<file path="config.mk">
export PLATFORM = sky130hd
export DESIGN_NAME = signed_int_to_padded_decimal_ascii_core
export DESIGN_NICKNAME = d
export VERILOG_FILES = /design/src/design/sitpda_pkg.sv /design/src/design/sitpda_ctrl.sv /design/src/design/sitpda_dp.sv /design/src/design/signed_int_to_padded_decimal_ascii_core.sv
export SDC_FILE = /design/constraint.sdc
export NUM_CORES = 1
export LEC_CHECK = 0
export ABC_AREA = 1
export BUFFER_PORTS_ARGS = -buffer_cell sky130_fd_sc_hd__buf_2
export CORE_MARGIN = 2
export CORE_UTILIZATION = 29
export CTS_CLUSTER_DIAMETER = 30
export CTS_CLUSTER_SIZE = 8
export DETAILED_ROUTE_END_ITERATION = 16
export PLACE_DENSITY = 0.45
export SYNTH_ARGS = -nofsm -noshare
export SYNTH_HDL_FRONTEND = slang
export SYNTH_SLANG_ARGS = --single-unit
</file>
<file path="constraint.sdc">
create_clock -name clock -period 4.8 [get_ports clock]
set_input_delay 0.24 -clock clock [delete_from_list [all_inputs] [get_ports clock]]
set_output_delay 0.24 -clock clock [all_outputs]
set_load 0.02 [all_outputs]
</file>
<file path="src/design/sitpda_pkg.sv">
// ----------------------------------------------------------------------------
// sitpda_pkg
// Shared types and constants for the signed integer to padded decimal ASCII
// converter.
// ----------------------------------------------------------------------------
package sitpda_pkg;

   localparam int DATA_W        = 32;   // input integer width
   localparam int NDIG          = 10;   // BCD digits of a 32-bit magnitude
   localparam int DIG_W         = 4;
   localparam int NDIG_W        = 4;    // holds 1 to 10
   localparam int CHAR_W        = 6;
   localparam int CSR_W         = 6;
   localparam int CMP_W         = 7;    // holds any min_width and any MAX_WIDTH
   localparam int MAX_WIDTH_DEF = 32;

   localparam logic [CSR_W-1:0]  MIN_WIDTH_RST = 6'd12;
   localparam logic [CHAR_W-1:0] CHR_ZERO      = 6'd48;
   localparam logic [CHAR_W-1:0] CHR_MINUS     = 6'd45;
   localparam logic [CHAR_W-1:0] CHR_SPACE     = 6'd32;

   typedef enum logic [1:0] {
      ST_IDLE,
      ST_CONV,
      ST_SIZE,
      ST_EMIT
   } state_type;

   typedef struct packed {
      logic load;   // capture a request and start conversion
      logic step;   // one double-dabble shift
      logic size;   // work out digit count and character count
      logic emit;   // load one character into the output register
   } cmd_type;

   typedef struct packed {
      logic conv_last;  // the current step is the final shift
      logic out_free;   // output register can take a character this cycle
      logic rem_zero;   // the next character is the final one
   } status_type;

endpackage

</file>
<file path="src/design/sitpda_ctrl.sv">
// ----------------------------------------------------------------------------
// sitpda_ctrl
// Sequencer: accepts a request, runs the conversion, sizes the text and
// paces character output.
// ----------------------------------------------------------------------------
module sitpda_ctrl
   import sitpda_pkg::*;
(
   input  logic       clock,
   input  logic       reset,
   input  logic       req_tvalid,
   output logic       req_tready,
   input  status_type status,
   output cmd_type    cmd
);

   state_type state_ff;
   state_type state_in;

   always_ff @(posedge clock) begin
      if (reset) begin
         state_ff <= ST_IDLE;
      end else begin
         state_ff <= state_in;
      end
   end

   always_comb begin
      state_in   = state_ff;
      cmd        = '0;
      req_tready = 1'b0;
      case (state_ff)
         ST_IDLE: begin
            // No request is taken while reset is held.
            req_tready = !reset;
            if (req_tvalid && !reset) begin
               cmd.load = 1'b1;
               state_in = ST_CONV;
            end
         end
         ST_CONV: begin
            cmd.step = 1'b1;
            if (status.conv_last) begin
               state_in = ST_SIZE;
            end
         end
         ST_SIZE: begin
            cmd.size = 1'b1;
            state_in = ST_EMIT;
         end
         ST_EMIT: begin
            if (status.out_free) begin
               cmd.emit = 1'b1;
               if (status.rem_zero) begin
                  state_in = ST_IDLE;
               end
            end
         end
         default: begin
            state_in = ST_IDLE;
         end
      endcase
   end

endmodule

</file>
<file path="src/design/sitpda_dp.sv">
// ----------------------------------------------------------------------------
// sitpda_dp
// Datapath: magnitude capture, double-dabble BCD shifter, text sizing,
// character selection and the output register.
// ----------------------------------------------------------------------------
module sitpda_dp
   import sitpda_pkg::*;
#(
   parameter int MAX_WIDTH = MAX_WIDTH_DEF
)
(
   input  logic              clock,
   input  logic              reset,
   input  logic [DATA_W-1:0] req_value,
   input  logic              csr_we,
   input  logic [CSR_W-1:0]  csr_wdata,
   input  cmd_type           cmd,
   output status_type        status,
   input  logic              rsp_tready,
   output logic              rsp_tvalid,
   output logic [CHAR_W-1:0] rsp_char,
   output logic              rsp_last
);

   localparam int RW  = $clog2(MAX_WIDTH);
   localparam int CNW = $clog2(DATA_W);
   localparam int BW  = NDIG * DIG_W;

   logic [CSR_W-1:0]  min_width_ff;
   logic [DATA_W-1:0] mag_ff;
   logic              neg_ff;
   logic [BW-1:0]     bcd_ff;
   logic [CNW-1:0]    cnt_ff;
   logic [NDIG_W-1:0] ndig_ff;
   logic [RW-1:0]     rem_ff;
   logic              valid_ff;
   logic [CHAR_W-1:0] char_ff;
   logic              last_ff;

   logic [BW-1:0]     adj;
   logic [NDIG_W-1:0] ndig_in;
   logic [CMP_W-1:0]  width_sat;
   logic [CMP_W-1:0]  textlen;
   logic [CMP_W-1:0]  total;
   logic [CHAR_W-1:0] char_in;
   logic [DIG_W-1:0]  digit;
   logic              out_free;

   always_ff @(posedge clock) begin
      if (reset) begin
         min_width_ff <= MIN_WIDTH_RST;
      end else if (csr_we) begin
         min_width_ff <= csr_wdata;
      end
   end

   // Add three to every digit of five or more before each shift.
   always_comb begin
      for (int k = 0; k < NDIG; k++) begin
         if (bcd_ff[k*DIG_W +: DIG_W] >= 4'd5) begin
            adj[k*DIG_W +: DIG_W] = bcd_ff[k*DIG_W +: DIG_W] + 4'd3;
         end else begin
            adj[k*DIG_W +: DIG_W] = bcd_ff[k*DIG_W +: DIG_W];
         end
      end
   end

   // Significant digit count: position of the highest nonzero digit, at least one.
   always_comb begin
      ndig_in = NDIG_W'(1);
      for (int k = 1; k < NDIG; k++) begin
         if (bcd_ff[k*DIG_W +: DIG_W] != '0) begin
            ndig_in = NDIG_W'(k + 1);
         end
      end
   end

   always_comb begin
      if ({1'b0, min_width_ff} > CMP_W'(MAX_WIDTH)) begin
         width_sat = CMP_W'(MAX_WIDTH);
      end else begin
         width_sat = CMP_W'(min_width_ff);
      end
      textlen = CMP_W'(ndig_in) + CMP_W'(neg_ff);
      total   = (width_sat > textlen) ? width_sat : textlen;
   end

   // The remaining count doubles as the character position from the right.
   assign digit = bcd_ff[rem_ff[NDIG_W-1:0]*DIG_W +: DIG_W];

   always_comb begin
      if (rem_ff < RW'(ndig_ff)) begin
         char_in = CHR_ZERO + CHAR_W'(digit);
      end else if (neg_ff && (rem_ff == RW'(ndig_ff))) begin
         char_in = CHR_MINUS;
      end else begin
         char_in = CHR_SPACE;
      end
   end

   always_ff @(posedge clock) begin
      if (cmd.load) begin
         neg_ff <= req_value[DATA_W-1];
         mag_ff <= req_value[DATA_W-1] ? (DATA_W'(0) - req_value) : req_value;
         bcd_ff <= '0;
         cnt_ff <= '0;
      end else if (cmd.step) begin
         bcd_ff <= {adj[BW-2:0], mag_ff[DATA_W-1]};
         mag_ff <= {mag_ff[DATA_W-2:0], 1'b0};
         cnt_ff <= cnt_ff + CNW'(1);
      end
      if (cmd.size) begin
         ndig_ff <= ndig_in;
         rem_ff  <= RW'(total - CMP_W'(1));
      end else if (cmd.emit) begin
         rem_ff  <= rem_ff - RW'(1);
      end
      if (cmd.emit) begin
         char_ff <= char_in;
         last_ff <= (rem_ff == '0);
      end
   end

   assign out_free = !valid_ff || rsp_tready;

   always_ff @(posedge clock) begin
      if (reset) begin
         valid_ff <= 1'b0;
      end else if (cmd.emit) begin
         valid_ff <= 1'b1;
      end else if (rsp_tready) begin
         valid_ff <= 1'b0;
      end
   end

   assign status.conv_last = (cnt_ff == CNW'(DATA_W - 1));
   assign status.out_free  = out_free;
   assign status.rem_zero  = (rem_ff == '0);

   assign rsp_tvalid = valid_ff;
   assign rsp_char   = char_ff;
   assign rsp_last   = last_ff;

   a_emit_free: assert property (@(posedge clock) disable iff (reset)
      cmd.emit |-> out_free)
      else $error("character loaded while output register was still held");

   a_char_code: assert property (@(posedge clock) disable iff (reset)
      valid_ff |-> (char_ff == CHR_SPACE || char_ff == CHR_MINUS ||
                    (char_ff >= CHR_ZERO && char_ff <= CHR_ZERO + 6'd9)))
      else $error("output character is not a space, minus or digit");

   a_size_ok: assert property (@(posedge clock) disable iff (reset)
      cmd.size |=> (ndig_ff >= NDIG_W'(1) && ndig_ff <= NDIG_W'(NDIG) &&
                    (CMP_W'(rem_ff) + CMP_W'(1) >= CMP_W'(ndig_ff) + CMP_W'(neg_ff))))
      else $error("character count shorter than the text");

endmodule

</file>
<file path="src/design/signed_int_to_padded_decimal_ascii_core.sv">
// After a request is accepted the block runs 32 double-dabble shifts, one per input bit,
// then a sizing step, and then loads the first character into the output register.
// An item gives N characters, N = max(text length, min(min_width, MAX_WIDTH)), one
// per cycle while rsp_tready stays high; requests are taken one at a time.
// Reset clears the sequencer and output valid and sets min_width to 12.
// ----------------------------------------------------------------------------
// signed_int_to_padded_decimal_ascii_core
// Converts a 32-bit signed integer to right-justified decimal ASCII text,
// one character per response, with tlast on the final character.
// ----------------------------------------------------------------------------
module signed_int_to_padded_decimal_ascii_core
   import sitpda_pkg::*;
#(
   parameter int MAX_WIDTH = MAX_WIDTH_DEF
)
(
   input  logic              clock,
   input  logic              reset,
   input  logic              req_tvalid,
   output logic              req_tready,
   input  logic [DATA_W-1:0] req_tdata,   // [31:0] value
   output logic              rsp_tvalid,
   input  logic              rsp_tready,
   output logic [7:0]        rsp_tdata,   // [5:0] text_char, [7:6] zero
   output logic              rsp_tlast,   // last_char
   input  logic              csr_we,
   input  logic [CSR_W-1:0]  csr_wdata    // min_width
);

   cmd_type           cmd;
   status_type        status;
   logic [CHAR_W-1:0] rsp_char;

   sitpda_ctrl u_ctrl (
      .clock      (clock),
      .reset      (reset),
      .req_tvalid (req_tvalid),
      .req_tready (req_tready),
      .status     (status),
      .cmd        (cmd)
   );

   sitpda_dp #(
      .MAX_WIDTH (MAX_WIDTH)
   ) u_dp (
      .clock      (clock),
      .reset      (reset),
      .req_value  (req_tdata),
      .csr_we     (csr_we),
      .csr_wdata  (csr_wdata),
      .cmd        (cmd),
      .status     (status),
      .rsp_tready (rsp_tready),
      .rsp_tvalid (rsp_tvalid),
      .rsp_char   (rsp_char),
      .rsp_last   (rsp_tlast)
   );

   assign rsp_tdata = {2'b00, rsp_char};

endmodule

</file>
==> metrics.md <==
| Metric | Value |
|---|---|
| Status | `finished clean` |
| Clock Sinks | `102` |
| Leakage | `3.26 nW` |
| Synth warnings | `0` |
| GRT overflow | `0` |
| Top_reg_cell synth | `dfxtp_1` |
| Endpoints failing setup | `0` |
| Largest net degree at the start of global routing | `67` |
| Layout cell share with drive strength beyond 1 | `12.7%` |
| CTS H-Tree Depth | `3` |
| Hold_buf cts | `0` |
| Via count | `5727` |
| TritonRoute pass-1 iters | `5` |
| Detailed Place HPWL | `11.9 mm` |
| WP data required | `4910 ps` |
| Die width | `155 um` |
| Sequential area share after synthesis | `38.3%` |
| Final Hold Fails | `0` |
| PortBufs | `50` |
| Setup_tns | `0 ps` |
| Commonest cells after routing, fill and taps aside | `161 x nand2_1, 121 x inv_1, 106 x o21ai_0` |
| PostCTS Resize Cnt | `0` |
| Pins Over Slew Limit | `0` |
| Final nets | `997` |
| Cells after Synth | `875` |
| Sequential share of power | `39.8%` |
| Final min period | `3850 ps` |
| IO Count | `54` |
| Routed WL | `16.5 mm` |
| Sw Pwr | `1.37 mW` |
| Synth Cell Area | `6590 um^2` |
| VDD IR max | `216 uV` |
| HP Class | `in -> reg` |
| Max FO, Critical Path | `6` |
| Finished Cell Area | `7420 um^2` |
| Setup crit start | `u_dp.bcd_ff[8]` |
| First-pass GRT wire length | `27.6 mm` |
| Hold Path Origin | `csr_wdata[2]` |
| Pwr Density | `460 nW/um^2` |
| Fmax | `259 MHz` |
| Crit Path Category | `reg -> reg` |
| Crit path launch type | `register` |
| Starting density of the core | `29.3%` |
| Diode count | `0` |
| Row count | `55` |
| Die outline height | `155 um` |
| RSZ-0062 raised after global routing | `false` |
| Instance area at placement | `7120 um^2` |
| RD Place Congestion | `0.789` |
| Core ar. | `22500 um^2` |
| Sw Share | `40.1%` |
| Syn Area/Cell | `7.53 um^2` |
| Slowest stage cell, crit path | `dfxtp_1` |
| Async SR Flop Fraction | `0%` |
| Clock power frac | `22.5%` |
| Layout Utilization | `33.0%` |
| DRC Markers | `0` |
| Tcrit/Tclk final | `80.3%` |
| Total power | `3.41 mW` |
| Synth unique cells | `52` |
| Synth Register Bits | `102` |
| Die area | `24000 um^2` |
| CP endpoint kind | `register` |
| Internal Dissipation | `2.05 mW` |
| # Post-CTS Setup Buffers | `0` |
| Total GRT Usage | `14.3%` |
| Comb pwr share | `37.7%` |
| Worst-skew pair later-pin latency | `350 ps` |
| Final ANT Viol Nets | `0` |
| Wire length per cell | `13.7 um` |
| Post-synth EDFFs | `48` |
| Area overhead of the layout relative to synthesis | `12.5%` |
| Initial drt markers | `266` |
| WP data arrival | `3970 ps` |
| Max cap viols | `0` |
| Slew @ Worst Pin | `816 ps` |
| CTS clock-pin slew for the worst setup and hold paths | `80 ps` |
| RR Startpoint | `u_dp.bcd_ff[8]` |
| Worst relative slew slack | `45.5%` |
| Vias in the first global route | `5461` |
| Most common cell after layout, fill and taps aside | `nand2_1` |
| Clock buffer depth | `2` |
| Cell mode on critical path | `nand2_1` |
| Clock skew | `10.5 ps` |
| CTS tree | `yes` |
| Cts bufs inserted | `9` |
| Vias/cell | `4.75` |
| Largest stage delay on the critical path | `330 ps` |
| CTS root buffer | `clkbuf_16` |
| Worst hold margin | `95.2 ps` |
| Initial antenna violation count | `0` |
-- critical path: cells and delay by family, from the launching register on --
kind                     cells  cell delay [ps]
adder cells (fa/ha/maj)      5             1100
AO/OA/AOI/OAI                5              640
buffers and inverters        3              260
flip-flops                   1              330
AND/OR/NAND/NOR             15             1250
-- power groups by stage --
| stage | Sequential, mW | Combinational (mW) | Clock, mW |
|---|---|---|---|
| final | 1.36 | 1.29 | 0.767 |
| after global placement | 1.37 | 1.31 | 0 |
| after detailed placement | 1.37 | 1.30 | 0 |
| after floorplan | 1.32 | 0.976 | 0 |
| after CTS | 1.36 | 1.31 | 0.794 |
| after global routing | 1.39 | 1.50 | 0.827 |
-- per-stage QoR --
step / cells / worst slack (ps)
4_1_cts: 1205 / 904
6_report: 1205 / 945
5_1_grt: 1205 / 454
2_1_floorplan: 877 / 1370
3_3_place_gp: 1189 / 977
3_5_place_dp: 1189 / 928
-- final cells by class --
cell class | instances | area (um^2)
Fill cell | 2392 | 15100
Multi-Input combinational cell | 617 | 3460
Sequential cell | 102 | 2520
Inverter | 131 | 492
Tap cell | 285 | 357
Timing Repair Buffer | 54 | 280
Clock buffer | 10 | 233
Clock inverter | 6 | 67.6
-- cell families after synthesis --
logic type | Yosys count | synth area share [%]
AO/OA/AOI/OAI | 211 | 18.5
flip-flops | 102 | 38.3
XOR/XNOR | 22 | 2.92
adder cells (fa/ha/maj) | 39 | 7.40
buffers and inverters | 158 | 9.36
other | 2 | 0.114
AND/OR/NAND/NOR | 341 | 23.4
-- routing by layer --
layer / part of all wire [%] / routed length, um / track usage, %
met5: 0 / 0 / 0
met4: 0.95 / 156 / 4.06
met3: 3.0 / 501 / 2.58
met2: 45 / 7440 / 23.0
met1: 51 / 8400 / 19.8
-- registers in the layout (all words and copies together), names as in the netlist, 2 cells and up --
name and count:
u_dp.cnt_ff 5, u_dp.min_width_ff 6, u_ctrl.state_ff 2, u_dp.mag_ff 32
u_dp.bcd_ff 40, u_dp.rsp_char 5, u_dp.rem_ff 5, u_dp.ndig_ff 4
-- cell usage after synthesis (all sizes together) (2+ instances only) --
cell type / instances / area [um^2]
nand2: 175 / 692
inv: 129 / 484
o21ai: 111 / 559
nor2: 79 / 334
nand3: 58 / 318
dfxtp: 54 / 1080
edfxtp: 48 / 1440
a21oi: 46 / 234
ha: 39 / 488
xor2: 18 / 158
buf: 14 / 76.3
clkbuf: 13 / 48.8
nor3: 11 / 60.1
o22ai: 11 / 68.8
a32o: 8 / 80.1
o211ai: 8 / 60.1
o31ai: 6 / 45.0
a31oi: 5 / 31.3
nand3b: 5 / 37.5
nand4: 5 / 37.5
or2: 4 / 25.0
xnor2: 4 / 35.0
a21boi: 3 / 26.3
a22o: 3 / 26.3
a22oi: 3 / 22.5
nor4: 3 / 31.3
o32ai: 3 / 26.3
clkinv: 2 / 7.51
conb: 2 / 7.51
-- final timing paths --
| path | to | slack (ps) | cells after the start |
|---|---|---|---|
| max reg2reg | u_dp.rem_ff[4] | 950 | 28 |
| max | u_dp.rem_ff[4] | 950 | 28 |
| min reg2reg | u_dp.bcd_ff[0] | 450 | 2 |
| min | u_dp.min_width_ff[2] | 100 | 3 |
Note: power is estimated with default switching activity, not from simulation.
